==> src/sv/afsd_ram.sv <==
`default_nettype none
module afsd_ram #(
   parameter int WIDTH = 8,
   parameter int DEPTH = 4,
   localparam int AW   = (DEPTH > 1) ? $clog2(DEPTH) : 1
) (
   input  wire logic             clock,
   input  wire logic             wr_en,
   input  wire logic [AW-1:0]    wr_addr,
   input  wire logic [WIDTH-1:0] wr_data,
   input  wire logic [AW-1:0]    rd_addr,
   output logic      [WIDTH-1:0] rd_data
);

   logic [WIDTH-1:0] mem_ff [DEPTH];
   logic [WIDTH-1:0] rd_data_ff;

   always_ff @(posedge clock) begin
      if (wr_en) begin
         mem_ff[wr_addr] <= wr_data;
      end
      rd_data_ff <= mem_ff[rd_addr];
   end

   assign rd_data = rd_data_ff;

endmodule
`default_nettype wire

==> config.mk <==
export PLATFORM = sky130hd
export DESIGN_NAME = afsd_ram
export DESIGN_NICKNAME = d
export VERILOG_FILES = /design/src/sv/afsd_ram.sv
export SDC_FILE = /design/constraint.sdc
export NUM_CORES = 1
export LEC_CHECK = 0
export BUFFER_PORTS_ARGS = -buffer_cell sky130_fd_sc_hd__buf_2
export CAP_MARGIN = 20
export CORE_MARGIN = 2
export CORE_UTILIZATION = 57
export DETAILED_ROUTE_END_ITERATION = 6
export PLACE_DENSITY_LB_ADDON = 0.12
export SKIP_LAST_GASP = 1
export SLEW_MARGIN = 10
export SYNTH_ARGS = -nofsm -noshare
export SYNTH_HDL_FRONTEND = slang
export SYNTH_SLANG_ARGS = --single-unit
==> constraint.sdc <==
create_clock -name clock -period 2.6 [get_ports clock]
set_input_delay 0.52 -clock clock [delete_from_list [all_inputs] [get_ports clock]]
set_output_delay 0.52 -clock clock [all_outputs]
set_load 0.02 [all_outputs]
After elaboration in Yosys (flattened, before gate mapping). Memories as Yosys holds them, arrays and structs flattened. A register that Yosys moved wholly into a read port is not among the register bits. Cells that the tools add are included.

Bits in registers: 0. RAM bits: 32. Input port bits: 14. Memories: 1.

Muxes and demuxes: 2.

Memories: mem_ff (depth 4, bits a word 8, read ports 1, clocked after memory_dff 1, wr ports 1, line 15) `logic [WIDTH-1:0] mem_ff [DEPTH];`.

Operator list (count): 2-to-1 mux 1 bit (2).

Longest topological paths before layout.
Depth in word-level cells: 2. Depth in mapped cells: 2.

Least setup slack after synthesis. OpenSTA, ideal clock, no wires.

Path kind: in2reg. Start point: input wr_addr[0]. End point: memory mem_ff[0][0] (enable). Library setup time: 0.385 ns. Data arrival time: 1.199 ns. Path slack: 1.016 ns. Stages on the path: 1. Buffers on the path: 0. Path through: nor3b_1.

RTL lines: start: declaration (line 9) `input wire logic [AW-1:0] wr_addr,`; end: declaration (line 15).

No word-level cell before the write port.

Final worst setup path.
Start point: register rd_data_ff[4] (netlist: rd_data[4]), read port of mem_ff. End point: output rd_data[4].

RTL lines: start: declaration (line 16) `logic [WIDTH-1:0] rd_data_ff;`; end: declaration (line 12) `output logic [WIDTH-1:0] rd_data`.

No word-level cell between the ends.

==> run_results.csv <==
group,metric,value,unit
timing,post-route-period-util,0.513,
clocking,cts.path.max_buffers,2,
critical_path,cp_max_fo,1,
critical_path,cpMaxStageDelayCell,"dfxtp_1",
global_route,grt_usage,0.158,
power_and_ir_drop,power_frac_seq,0.614,
die,ios,22,
clocking,cts-htree-levels,2,
power_and_ir_drop,combPwrFrac,0.066,
clocking,cts_resized,0,
final_layout,final_nets,95,
power_and_ir_drop,power_density,771,nW/um^2
synthesis,synth-xor-area-share,0,
detailed_routing,detail-route-antenna-nets,0,
synthesis,syn-num-nets,68,
final_layout,fill_cells,146,
timing,relSlewSlack,0.722,
die,die_x,52.6,um
clocking,cts_buffers,5,
clocking,cts_sinks,40,
synthesis,yosys.area.top_type,"edfxtp_1",
global_route,grt_pass1_wl,2780,um
detailed_routing,vias,596,
die,rows,17,
place,place_area,1480,sq um
critical_path,critical_path_required,2.08,ns
clocking,hold_buffers,0,
detailed_routing,postRouteWirelength,1780,um
die,start_util,0.604,
critical_path,end_kind,"output pin",
final_layout,fin_cells,110,
synthesis,postSynthAreaPerCell,25.0,sq um
synthesis,muxShareOfSynthArea,0.134,
place,port_buffers,21,
final_layout,area_growth,15.4,%
synthesis,yosysWarnings,0,
power_and_ir_drop,intPower,966,uW
timing,slew_viol_final,0,
final_layout,multi_input_area,211,sq um
synthesis,synthSimpleGateAreaFrac,0.0232,
timing,fin_crit,1.33,ns
clocking,cts_root_buffer,"clkbuf_4",
power_and_ir_drop,totalPowerFinal,1.20,mW
run_status,status,"finished, final reports clean",
final_layout,n_antenna_cell,0,
power_and_ir_drop,leakagePower,0.564,nW
timing,fmax,0.749,GHz
clocking,cts_tree,"done",
global_route,grt_max_degree,13,
power_and_ir_drop,power.switching,234,uW
place,gp_congestion,0.647,
clocking,insertion_delay,0.33,ns
power_and_ir_drop,swShare,0.195,
detailed_routing,firstDrtPassIters,3,
global_route,grt_pass1_vias,610,
final_layout,drive_above_1_share,0.451,
clocking,path_clk_slew,0.11,ns
critical_path,critPathTopFamily,"flip-flops",
min_path,hold_path.class,"in -> reg",
synthesis,synth_area_leaders,"edfxtp_1 (71%), mux4_2 (13%), dfxtp_1 (12%)",
critical_path,max_stage_delay,0.33,ns
global_route,antenna_found_initial,0,
detailed_routing,vias_per_cell,5.42,
power_and_ir_drop,peakVddDrop,0.000551,V
critical_path,worstPathCellList,"buf_2",
die,die_area,2770,sq um
timing,hold_viol_final,0,
detailed_routing,drt-initial-drc-count,7,
detailed_routing,route.detailed.wl_per_inst,16.1,um
timing,finalSetupTns,0,ns
job,cap_violations,0,
power_and_ir_drop,p_clk_frac,0.320,
synthesis,synth_cells,54,
timing,setup_viol,0,
die,core,2230,sq um
global_route,grt_overflow,0,
clocking,cts_setup_buffers,0,
synthesis,synth_seq_area_share,0.831,
timing,holdWs,0.396,ns
synthesis,synth_cell_types,8,
critical_path,critPathBufInv,1,
timing,rsz0062_at_grt,"false",
synthesis,yosysTopAreaCellShare,0.712,
critical_path,crit_path_start_kind,"register",
final_layout,fin_util,0.697,
detailed_routing,route.detailed.drc,0,
synthesis,synthAdderAreaFrac,0,
critical_path,worstSetupPathType,"reg -> out",
timing,tightest_slew,0.417,ns
place,place_ws,1.11,ns
place,placed_cells,102,
synthesis,synth_top_family_by_area,"multiplexers",
synthesis,synth_compound_area_frac,0,
synthesis,syn_area,1350,sq um
final_layout,register_area,1120,sq um
synthesis,synth-seq-cells,40,
timing,clock_skew,0.00232,ns
die,die_h,52.6,um
critical_path,cp.arrival,0.81,ns
timing,fin_ws,1.27,ns
final_layout,fin_area,1560,sq um
-- power by group through the flow --
stage / Sequential (mW) / Combinational (mW) / Clock [mW]
after detailed placement: 0.752 / 0.0808 / 0
after global routing: 0.740 / 0.0858 / 0.423
final: 0.737 / 0.0792 / 0.384
after CTS: 0.737 / 0.0810 / 0.398
after floorplan: 0.766 / 0.0330 / 0
after global placement: 0.750 / 0.0788 / 0
-- per-layer routing --
metal | up-vias | wire length, um | global-route usage
met5 | - | 0 | 0
met4 | 0 | 0 | 0.0769
met3 | 0 | 109 | 0.0686
met2 | 19 | 938 | 0.252
met1 | 298 | 728 | 0.182
li1 | 279 | - | -
-- final cells by class --
| class | count | area share |
|---|---|---|
| Clock buffer | 6 | 0.0265 |
| Clock inverter | 2 | 0.0225 |
| Multi-Input combinational cell | 12 | 0.136 |
| Sequential cell | 40 | 0.720 |
| Tap cell | 28 | 0.0225 |
| Timing Repair Buffer | 22 | 0.0723 |
-- registers in the layout, summed over array words and instances (netlist names) --
signal and cells:
rd_data 8, mem_ff 32
-- worst paths after layout --
check,from,to,slack (ns),depth (start not counted)
worst max-delay path,rd_data[4],rd_data[4],1.27,1
worst min-delay path,wr_data[2],mem_ff[2][2],0.40,1
worst max register to register,mem_ff[3][1],rd_data[1],1.63,1
worst min register to register,mem_ff[0][1],rd_data[1],0.57,1
-- cells in the final DEF, fill, tap and decap left out --
| cell | instances |
|---|---|
| mux4_2 | 8 |
| clkbuf_1 | 1 |
| clkbuf_4 | 5 |
| and3b_1 | 2 |
| nor3b_1 | 1 |
| and3_1 | 1 |
| dfxtp_1 | 8 |
| clkinv_2 | 1 |
| bufinv_16 | 1 |
| buf_2 | 21 |
| buf_4 | 1 |
| edfxtp_1 | 32 |
-- logic make-up (layout without fill, tap and decap cells) --
family / after synthesis / in the layout
buffers and inverters: 2 / 30
DFF: 40 / 40
and+or+nand+nor: 4 / 4
muxes: 8 / 8
-- cell usage after synthesis --
master and instances:
buf_6 1, mux4_2 8, clkbuf_2 1, and3b_1 2
edfxtp_1 32, nor3b_1 1, dfxtp_1 8, and3_1 1
Note: power is estimated with default switching activity, not from simulation.
