`src/sv/afsd_pkg.sv`:
```
`default_nettype none
package afsd_pkg;

   localparam int MAC_W       = 48;
   localparam int TIME_W      = 32;
   localparam int WINSEC_W    = 16;
   localparam int THRESH_W    = 7;
   localparam int COUNT_OUT_W = 7;

   localparam int WINDOW_DEPTH_DEF    = 64;
   localparam int BLACKLIST_DEPTH_DEF = 64;

   localparam int CSR_INDEX_W = 4;
   localparam int CSR_DATA_W  = 16;

   localparam logic [WINSEC_W-1:0]    WINSEC_RESET    = 16'd10;
   localparam logic [THRESH_W-1:0]    THRESH_RESET    = 7'd5;
   localparam logic [COUNT_OUT_W-1:0] COUNT_OUT_MAX   = 7'd127;

   typedef enum logic [CSR_INDEX_W-1:0] {
      CSR_WINDOW_SECONDS  = 4'd0,
      CSR_MATCH_THRESHOLD = 4'd1
   } csr_index_type;

   typedef enum logic [2:0] {
      S_IDLE,
      S_BL_SCAN,
      S_APPEND,
      S_AGE_RD,
      S_AGE_CHK,
      S_COUNT,
      S_BL_ADD,
      S_DONE
   } afsd_state_type;

   typedef struct packed {
      logic clear;
      logic compare;
   } afsd_match_ctl_type;

endpackage
`default_nettype wire

```
`src/sv/afsd_match_unit.sv`:
```
`default_nettype none
module afsd_match_unit
   import afsd_pkg::*;
#(
   parameter int CNT_W = 7
) (
   input  wire logic               clock,
   input  wire logic               reset,
   input  wire afsd_match_ctl_type ctl,
   input  wire logic [MAC_W-1:0]   key,
   input  wire logic [MAC_W-1:0]   data,
   output logic      [CNT_W-1:0]   count
);

   logic [CNT_W-1:0] count_ff;
   logic [CNT_W-1:0] count_in;

   // one shared 48-bit comparator, used by both the blacklist and window scans
   always_comb begin
      count_in = count_ff;
      if (ctl.clear) begin
         count_in = '0;
      end else if (ctl.compare && (key == data)) begin
         count_in = count_ff + 1'b1;
      end
   end

   always_ff @(posedge clock) begin
      if (reset) begin
         count_ff <= '0;
      end else begin
         count_ff <= count_in;
      end
   end

   assign count = count_ff;

endmodule
`default_nettype wire
```
`config.mk`:
```
export PLATFORM = sky130hd
export DESIGN_NAME = afsd_match_unit
export DESIGN_NICKNAME = d
export VERILOG_FILES = /design/src/sv/afsd_pkg.sv /design/src/sv/afsd_match_unit.sv
export SDC_FILE = /design/constraint.sdc
export NUM_CORES = 1
export LEC_CHECK = 0
export ABC_AREA = 1
export BUFFER_PORTS_ARGS = -buffer_cell sky130_fd_sc_hd__buf_2
export CAP_MARGIN = 30
export CORE_ASPECT_RATIO = 2
export CORE_UTILIZATION = 47
export DETAILED_ROUTE_END_ITERATION = 10
export GPL_ROUTABILITY_DRIVEN = 0
export PLACE_DENSITY = 0.87
export SYNTH_ARGS = -nofsm -noshare
export SYNTH_HDL_FRONTEND = slang
export SYNTH_SLANG_ARGS = --single-unit
```
`constraint.sdc`:
```
create_clock -name clock -period 3.9 [get_ports clock]
set_clock_uncertainty 0.15 [all_clocks]
set_input_delay 0.78 -clock clock [delete_from_list [all_inputs] [get_ports clock]]
set_output_delay 0.78 -clock clock [all_outputs]
set_load 0.03 [all_outputs]
```
After elaboration in Yosys (flattened, before gate mapping)
Cells that the tools add are included.
{"block": "word_totals", "regBits": 7, "latch_bits": 0, "ramBits": 0, "romBits": 0, "in_bits": 100, "output_inout_bits": 7, "wordCells": 5, "mem_count": 0}
{"block": "classes", "n_addsub": 1, "mul": 0, "div_mod_pow": 0, "order_cmp": 0, "eq_ne": 1, "shift": 0, "n_mux": 0, "n_bitwise": 0, "reduce_logical": 2}
{"op": "$eq 48x48->1", "count": 1}
{"op": "$add 7x1->7 const B", "count": 1}
{"op": "$reduce_or 2->1", "count": 1}
{"op": "$logic_and 1x1->1", "count": 1}

Depth between registers and ports, before layout
Gate-level depths: netlist of the first run.
{"block": "logic_depth", "depth_word": 2, "depth_mapped": 12, "depth_no_buf": 12}

Worst setup path after synthesis of the first run
OpenSTA, ideal clock, no wires.
{"block": "synth_path", "path_type": "input port to flip-flop", "start": "input data[16]", "end": "register count_ff[2] (netlist: count[2])", "setup_time_ns": 0.113, "arrival_ns": 1.588, "required_time_ns": 3.637, "setup_slack_ns": 2.050, "stages": 8, "path_buffers": 0, "cell_sequence": "xnor2_1 > nand3_1 > nor2_1 > nand2_1 > nor2_2 > nand2_4 > nor2_1 > nor2_1"}
{"block": "synth_via", "elab_chain_cells": 2}
{"item": "start, declared", "line_no": "afsd_match_unit.sv:11", "rtl": "input wire logic [MAC_W-1:0] data,"}
{"item": "$eq 48x48->1", "line_no": "afsd_match_unit.sv:23", "rtl": "end else if (ctl.compare && (key == data)) begin"}
{"item": "$logic_and 1x1->1", "line_no": "afsd_match_unit.sv:23"}
{"item": "end signal, assigned", "line_no": "afsd_match_unit.sv:32", "rtl": "count_ff <= count_in;"}
{"item": "end, declared", "line_no": "afsd_match_unit.sv:15", "rtl": "logic [CNT_W-1:0] count_ff;"}
Every way passes these cells.
A chain may end at the register's enable or synchronous reset.

Final worst setup path of the first run
{"block": "layout_path", "start": "input data[16]", "end": "register count_ff[3] (netlist: count[3])"}
Same word-level chain as after synthesis.

==> summary.md, run 1 <==
| Metric | Value |
|---|---|
| Routed via count | `2425` |
| Number of gates resized after cts | `0` |
| # clock sinks | `7` |
| Metal2 WL | `2951 µm` |
| Post-layout net count | `590` |
| Hold crit path type | `reg2reg` |
| Die Height | `87.47 µm` |
| Primary FF master, synth | `dfxtp_1` |
| Critical Path AT | `1980 ps` |
| Post-DP HPWL | `4720 µm` |
| Root Buffer | `clkbuf_8` |
| Area contributors post-synth | `nand2_1, inv_1, nor2_1` |
| Largest area contributor in the synthesized netlist | `nand2_1` |
| Area Growth Syn to Fin | `37.03%` |
| Yosys reg bits | `7` |
| Worst reg-to-reg setup slack | `2400 ps` |
| Post-synth EDFFs | `0` |
| RR Startpoint | `count[0]` |
| GR Overflow Total | `0` |
| Max reg flops | `7` |
| Clock Tree Buf Depth | `2` |
| CP endpoint kind | `flip-flop` |
| Pin slew with the least headroom to its limit | `452.5 ps` |
| Max-slew violations | `0` |
| Worst setup path startpoint | `data[16]` |
| Max_slew headroom | `0.6972` |
| # IOs | `107` |
| Max-cap violation count | `0` |
| Worst path required time | `3910 ps` |
| Syn_nets | `479` |
| CP startpoint kind | `input port` |
| Number of DRC markers in iteration 0 | `48` |
| Max VDD drop | `93.05 µV` |
| Cell area power density | `152.0 nW/µm²` |
| IO Port Bufs | `106` |
| Static leakage power | `1.659 nW` |
| Num CTS Buffers | `3` |
| # DRC | `0` |
| CTS tree | `yes` |
| Unique masters post-synth | `22` |
| # diodes | `0` |
| Yosys warning count | `0` |
| Starting Density | `0.4971` |
| Post-synthesis sequential area ratio | `0.08163` |
| Post-Route M1 WL | `1674 µm` |
| Minimum clock period | `1969 ps` |
| Gate Count Post-Synth | `378` |
| Clk Latency, worst-skew pair | `230 ps` |
| Crit path kind | `in2reg` |
| Final period util | `0.5048` |
| Routed wire per std cell | `9.685 µm` |
| Design area | `2352 µm²` |
| Synth top cells by count | `nand2_1, inv_1, nor2_1` |
| Status | `completed` |
| GRT Util Overall | `0.2804` |
| Detailed Route WL | `5191 µm` |
| Die area | `3913 µm²` |
| FILL cells | `363` |
| RSZ-0062 raised after global routing | `false` |
| Netlist area before placement | `1717 µm²` |
| DR top layer | `met4` |
| Core ar. | `3453 µm²` |
| Reg2Reg Capture Point | `count[4]` |
| H-tree depth | `1` |
| Initial antenna violation count | `0` |
| ANT nets after route | `0` |
| Final hold violation count | `0` |
| Final Setup Violations | `0` |
| Pre-antenna DRT Iters | `4` |
| Crit-path max FO | `7` |
| Mean Syn Cell Area | `4.541 µm²` |
| R2R cell count | `8` |
| Rows | `30` |
| Layout cells sized above 1 | `0.2500` |
| Chip width | `44.74 µm` |
| F_max | `0.5079 GHz` |
| Crit path to | `count[3]` |
| Ys async rst share | `0` |
| Hold-fix buffers, CTS | `0` |
| Pin count of the biggest net entering global routing | `8` |
| Number of global-route vias before repair | `2329` |
| Setup TNS | `0 ps` |
| Clk pin slew, worst setup/hold paths | `40 ps` |
| Yosys top cell area share | `0.3586` |
| Routed wl met3 | `249 µm` |
| Area after DPL | `2307 µm²` |
| Worst hold start | `count[5]` |
| Top-count cell post-synth | `nand2_1` |
| Postcts setup bufs | `0` |
| Vias per cell | `4.524` |
| First-pass GRT wire length | `8452 µm` |
power breakdown:
group / leakage (nW) / total, mW / internal (mW) / switching [mW]
Clock: 0.0228 / 0.104 / 0.0708 / 0.0329
Combinational: 1.58 / 0.182 / 0.0828 / 0.0992
Sequential: 0.0563 / 0.0719 / 0.0719 / 0.0000000000000337
Total: 1.66 / 0.358 / 0.226 / 0.132
logic make-up after synthesis:
kind of cell,count (synthesis),synth area share
xor+xnor,18,0.09184
fa+ha+maj,1,0.007287
compound gates,9,0.02624
buf+inv,90,0.1968
simple gates,253,0.5962
flops,7,0.08163
metrics by stage:
stage               std cells  setup WS (ps)  power, mW  utilization  hold slack [ps]
floorplan                 378           2050     0.1720            -            485.2
global placement          532           1747     0.2505       0.6681            350.8
detailed placement        532           1722     0.2548       0.6681            377.0
CTS                       536           1936     0.3578       0.6812            384.1
global route              536           1766     0.3853       0.6812            428.7
finish                    536           1931     0.3576       0.6812            391.8
per-layer routing:
layer  vias to the layer above  global-route usage
met1                       993              0.2279
met4                         0              0.1791
met5                         -                   0
li1                       1305                   -
met3                        31             0.02075
met2                        96              0.5775
worst min path at each step:
stage | end | cells after the start
final | count[5] | 2
after global routing | count[5] | 2
after CTS | count[5] | 2
after detailed placement | count[5] | 2
after global placement | count[5] | 2
after floorplan | count[5] | 2
cell type report:
cell class / instances / area [µm²] / share of cell area
tap: 48 / 60.06 / 0.02553
sequential: 7 / 140.1 / 0.05957
clock buffer: 4 / 45.04 / 0.01915
timing repair buffer: 106 / 530.5 / 0.2255
multi-input combinational: 281 / 1239 / 0.5266
inverter: 90 / 337.8 / 0.1436
critical path, cell delays in order:
cell	delay [ps]
buf_2	100
xnor2_1	190
nand3_1	130
nor2_1	140
nand2_1	70
nor2_2	240
nand2_4	110
nand2_1	70
nand2_1	50
nor2_1	110
cell usage in the layout, fill, tap and decap left out, drive strengths merged:
master / n
a21oi: 3
and3: 1
buf: 106
clkbuf: 4
clkinv: 2
dfxtp: 7
ha: 1
inv: 88
nand2: 167
nand3: 12
nand3b: 2
nand4: 3
nor2: 63
nor3: 1
o21ai: 6
or2: 4
xnor2: 11
xor2: 7
Note: power is estimated with default switching activity, not from simulation.
==> run 2: changes to the inputs <==
- CORE_UTILIZATION: 47 -> 40
- PLACE_DENSITY: 0.87 -> 0.79
- clock period: 3.9 -> 1.6 ns (I/O delays scaled with it)
==> run 2 against run 1 <==
Compared with the run above: sequential power grew 140%; sequential share of layout area about the same; flip-flop and latch count unchanged; combinational power rose to 2.5 times the previous value; clock power is 150% higher.
==> summary.md, run 2 (synthesized netlist as in run 1, its figures left out) <==
| Metric | Value |
|---|---|
| Critical Path AT | `1460 ps` |
| Max reg flops | `7` |
| Final hold violation count | `0` |
| Max_slew headroom | `0.6852` |
| First-pass GRT wire length | `8625 µm` |
| Clock Tree Buf Depth | `2` |
| Final hold slack | `274.6 ps` |
| H-tree depth | `1` |
| Pre-antenna DRT Iters | `4` |
| ANT nets after route | `0` |
| WHS Endpoint | `count[1]` |
| Clk pin slew, worst setup/hold paths | `40 ps` |
| # clock sinks | `7` |
| Final period util | `0.9070` |
| Die area | `4573 µm²` |
| # IOs | `107` |
| Hold crit path type | `in2reg` |
| Psw | `0.3305 mW` |
| FILL cells | `448` |
| Number of global-route vias before repair | `2282` |
| Clk Latency, worst-skew pair | `230 ps` |
| Worst reg-to-reg setup slack | `150 ps` |
| Rows | `33` |
| Worst path required time | `1610 ps` |
| Core ar. | `4088 µm²` |
| Reg2Reg Capture Point | `count[4]` |
| Final Setup Violations | `0` |
| Number of gates resized after cts | `0` |
| Die Height | `94.65 µm` |
| Routed wire per std cell | `10.01 µm` |
| Post-layout net count | `593` |
| # diodes | `0` |
| Chip width | `48.32 µm` |
| Initial antenna violation count | `0` |
| GR Overflow Total | `0` |
| RR Startpoint | `count[0]` |
| Sw frac | `0.3728` |
| Max VDD drop | `320.0 µV` |
| # DRC | `0` |
| Static leakage power | `1.680 nW` |
| Non-Filler Instances | `543` |
| RSZ-0062 raised after global routing | `true` |
| Number of DRC markers in iteration 0 | `55` |
| CP endpoint kind | `flip-flop` |
| Crit path kind | `in2reg` |
| IO Port Bufs | `106` |
| Worst Slack Setup Final | `148.7 ps` |
| GRT Util Overall | `0.2384` |
| CP startpoint kind | `input port` |
| Cell area power density | `369.1 nW/µm²` |
| Routed via count | `2423` |
| Clock power frac | `0.288` |
| Footprint of the multi-input gates | `1259 µm²` |
| Dpl cells | `539` |
| Post-Route Utilization | `0.5877` |
| Pin slew with the least headroom to its limit | `470.5 ps` |
| Root Buffer | `clkbuf_8` |
| Max-slew violations | `0` |
| Most frequent cells in the layout | `nand2_1, buf_2, inv_1` |
| Setup WS pre-CTS | `-128.6 ps` |
| Hold-fix buffers, CTS | `0` |
| Detailed Route WL | `5434 µm` |
| FF+latch area | `142.6 µm²` |
| Sequential share of power | `0.198` |
| F_max | `0.6891 GHz` |
| Starting Density | `0.4200` |
| R2R cell count | `8` |
| Combinational Power Share | `0.515` |
| Worst hold start | `reset` |
| Pin count of the biggest net entering global routing | `8` |
| Area Growth Syn to Fin | `39.94%` |
| Status | `completed` |
| Minimum clock period | `1451 ps` |
| Vias per cell | `4.462` |
| Num CTS Buffers | `3` |
| Internal | `0.5561 mW` |
| Crit-path max FO | `7` |
| Post-DP HPWL | `4947 µm` |
| Commonest non-fill, non-tap cell in the layout | `nand2_1` |
| CTS tree | `yes` |
| Hold path depth | `4` |
| Max-cap violation count | `0` |
| Postcts setup bufs | `0` |
| Layout cells sized above 1 | `0.2668` |
[run 2: cell types whose count changed in the layout (fill, tap and decap cells not counted), sizes merged]
cell,previous run,this run
buf,106,109
[run 2: layout make-up]
| class | count | share of cell area |
|---|---|---|
| flip-flops and latches | 7 | 0.05938 |
| repair buffers | 109 | 0.2302 |
| well taps | 52 | 0.02708 |
| inverters | 90 | 0.1406 |
| clock buffers | 4 | 0.01875 |
| multi-input cells | 281 | 0.5240 |
[run 2: how the worst max path moves through the flow]
stage | startpoint | endpoint | slack (ps) | cells after the start
6_report | key[22] | count[2] | 150 | 13
5_1_grt | data[21] | count[2] | -30 | 13
4_1_cts | data[16] | count[2] | 110 | 10
3_5_place_dp | data[16] | count[2] | -130 | 10
3_3_place_gp | data[42] | count[3] | -80 | 10
2_1_floorplan | count[0] | count[4] | 50 | 8
[run 2: power by group through the flow]
stage / logic [mW] / clock network [mW] / registers (mW)
floorplan: 0.241 / 0 / 0.178
global placement: 0.443 / 0 / 0.178
detailed placement: 0.452 / 0 / 0.178
CTS: 0.453 / 0.255 / 0.175
global route: 0.520 / 0.261 / 0.175
finish: 0.456 / 0.255 / 0.175
[run 2: stage by stage]
stage / area (µm²) / power, mW / TNS [ps]
global placement: 2335 / 0.6212 / -362.2
floorplan: 1717 / 0.4192 / 0
detailed placement: 2335 / 0.6299 / -683.0
finish: 2402 / 0.8866 / 0
CTS: 2380 / 0.8841 / 0
global route: 2402 / 0.9562 / -25.99
[run 2: per-layer routing]
layer / global-route usage / vias to the layer above / part of all wire
met3: 0.01771 / 26 / 0.037
met5: 0 / - / 0
met4: 0.1495 / 0 / 0.057
met1: 0.1965 / 1002 / 0.33
met2: 0.5164 / 90 / 0.58
li1: - / 1305 / -
[run 2: critical path, stage by stage]
cell and delay [ps]:
buf_2 90, inv_2 30, nand2_1 60, nand2_1 90, nor2_1 130, nand2_1 70
nor2_2 110, nand2_1 90, nor2_4 170, nand2_4 90, nand2_1 60, nand2_1 40
nor2_1 100
==> run 3: changes to the inputs <==
- RECOVER_POWER: default -> 50
==> run 3 against run 2 <==
Compared with the run above: hold slack gained 1.9 ps; register-to-register slack is essentially flat; clock power is essentially flat; utilization shrank 0.15 points; final area shrank 0.26%.
==> summary.md, run 3 (synthesized netlist as in run 1, its figures left out) <==
| Metric | Value |
|---|---|
| # IOs | `107` |
| Routed wire per std cell | `10.02 µm` |
| Setup WS pre-CTS | `-128.6 ps` |
| Bufs and invs on worst path | `2` |
| Max reg flops | `7` |
| Tot Pwr | `0.8855 mW` |
| H-tree depth | `1` |
| First-pass GRT wire length | `8625 µm` |
| GRT Util Overall | `0.2384` |
| Die Height | `94.65 µm` |
| Max incr delay on CP | `170 ps` |
| Max_slew headroom | `0.6802` |
| Number of gates resized after cts | `0` |
| Internal | `0.5560 mW` |
| Starting Density | `0.4200` |
| Cell area power density | `369.6 nW/µm²` |
| Crit-path leading delay family | `simple AND/OR/NAND/NOR gates` |
| Die area | `4573 µm²` |
| Postcts setup bufs | `0` |
| Final hold violation count | `0` |
| Hold crit path type | `in2reg` |
| F_max | `0.6895 GHz` |
| Crit path to | `count[2]` |
| Layout cells sized above 1 | `0.2566` |
| Number of DRC markers in iteration 0 | `60` |
| Worst reg-to-reg setup slack | `150 ps` |
| CTS tree | `yes` |
| Final Setup Violations | `0` |
| Area after DPL | `2335 µm²` |
| Worst path most repeated cell | `nand2_1` |
| Worst path required time | `1610 ps` |
| Most frequent cells in the layout | `nand2_1, buf_2, inv_1` |
| Clock Tree Buf Depth | `2` |
| Detailed Route WL | `5442 µm` |
| Pre-antenna DRT Iters | `4` |
| Post-DP HPWL | `4947 µm` |
| IO Port Bufs | `106` |
| Initial antenna violation count | `0` |
| Worst Slack Setup Final | `149.6 ps` |
| Root Buffer | `clkbuf_8` |
| # diodes | `0` |
| Pin slew with the least headroom to its limit | `478.0 ps` |
| Reg2Reg Capture Point | `count[4]` |
| Static leakage power | `1.658 nW` |
| Final hold slack | `276.6 ps` |
| Number of global-route vias before repair | `2282` |
| GR Overflow Total | `0` |
| RSZ-0062 raised after global routing | `true` |
| Critical-path top delay cell | `nor2_4` |
| Max-slew violations | `0` |
| Worst setup path startpoint | `key[22]` |
| Max VDD drop | `319.8 µV` |
| Setup TNS | `0 ps` |
| # DRC | `0` |
| Non-Filler Instances | `543` |
| Clock power frac | `0.287` |
| # clock sinks | `7` |
| Clk Latency, worst-skew pair | `230 ps` |
| Rows | `33` |
| ANT nets after route | `0` |
| CP startpoint kind | `input port` |
| Design area | `2396 µm²` |
| Sequential share of power | `0.198` |
| Core ar. | `4088 µm²` |
| Crit path kind | `in2reg` |
| Area Growth Syn to Fin | `39.58%` |
| Sw frac | `0.3721` |
| Routed via count | `2429` |
| R2R cell count | `8` |
| Clk pin slew, worst setup/hold paths | `40 ps` |
| Commonest non-fill, non-tap cell in the layout | `nand2_1` |
| Psw | `0.3295 mW` |
| Dpl cells | `539` |
| Num CTS Buffers | `3` |
| Post-layout net count | `593` |
| CP cell instances | `buf_2 > inv_2 > nand2_1 > nand2_1 > nor2_1 > nand2_1 > nor2_2 > nand2_1 > nor2_4 > nand2_4 > nand2_1 > nand2_1 > nor2_1` |
| RR Startpoint | `count[0]` |
| Final period util | `0.9065` |
| Pin count of the biggest net entering global routing | `8` |
| Chip width | `48.32 µm` |
| Critical Path AT | `1460 ps` |
| Max-cap violation count | `0` |
| Status | `completed` |
| Vias per cell | `4.473` |
| Crit-path max FO | `7` |
| Minimum clock period | `1450 ps` |
| Post-Route Utilization | `0.5862` |
| CP endpoint kind | `flip-flop` |
| Levels on crit path | `13` |
| Hold-fix buffers, CTS | `0` |
| Combinational Power Share | `0.516` |
[run 3: cell types whose count changed in the layout (fill, tap and decap cells not counted), sizes merged]
cell / previous run / this run
buf: 109 / 104
clkbuf: 4 / 9
[run 3: worst min path at each step]
stage / startpoint / end / slack [ps] / cells after the start
global route: reset / count[1] / 320 / 4
finish: reset / count[1] / 280 / 4
CTS: reset / count[1] / 280 / 4
global placement: count[5] / count[5] / 370 / 2
floorplan: reset / count[6] / 380 / 3
detailed placement: count[5] / count[5] / 390 / 2
[run 3: cell type report]
| cell class | count | area, µm² |
|---|---|---|
| clock buffers | 4 | 45.04 |
| flip-flops and latches | 7 | 142.6 |
| well taps | 52 | 65.06 |
| repair buffers | 109 | 546.8 |
| multi-input cells | 281 | 1259 |
| inverters | 90 | 337.8 |
| fillers | 446 | 1692 |
[run 3: power groups by stage]
stage,logic [mW],clock network [mW],registers (mW)
final,0.457,0.254,0.175
after global routing,0.520,0.261,0.175
after CTS,0.453,0.255,0.175
after detailed placement,0.452,0,0.178
after floorplan,0.241,0,0.178
after global placement,0.443,0,0.178
[run 3: tightest hold or removal path, cell delays in order]
cell     delay, ps
buf_2           70
nor2_1         100
nand2_1         90
nor2_1          30
[run 3: metal layers]
metal  vias to the layer above  share of wire  GRT usage
li1                       1306              -          -
met1                      1010           0.33     0.1965
met2                        87           0.58     0.5164
met3                        26          0.039    0.01771
met4                         0          0.057     0.1495
met5                         -              0          0
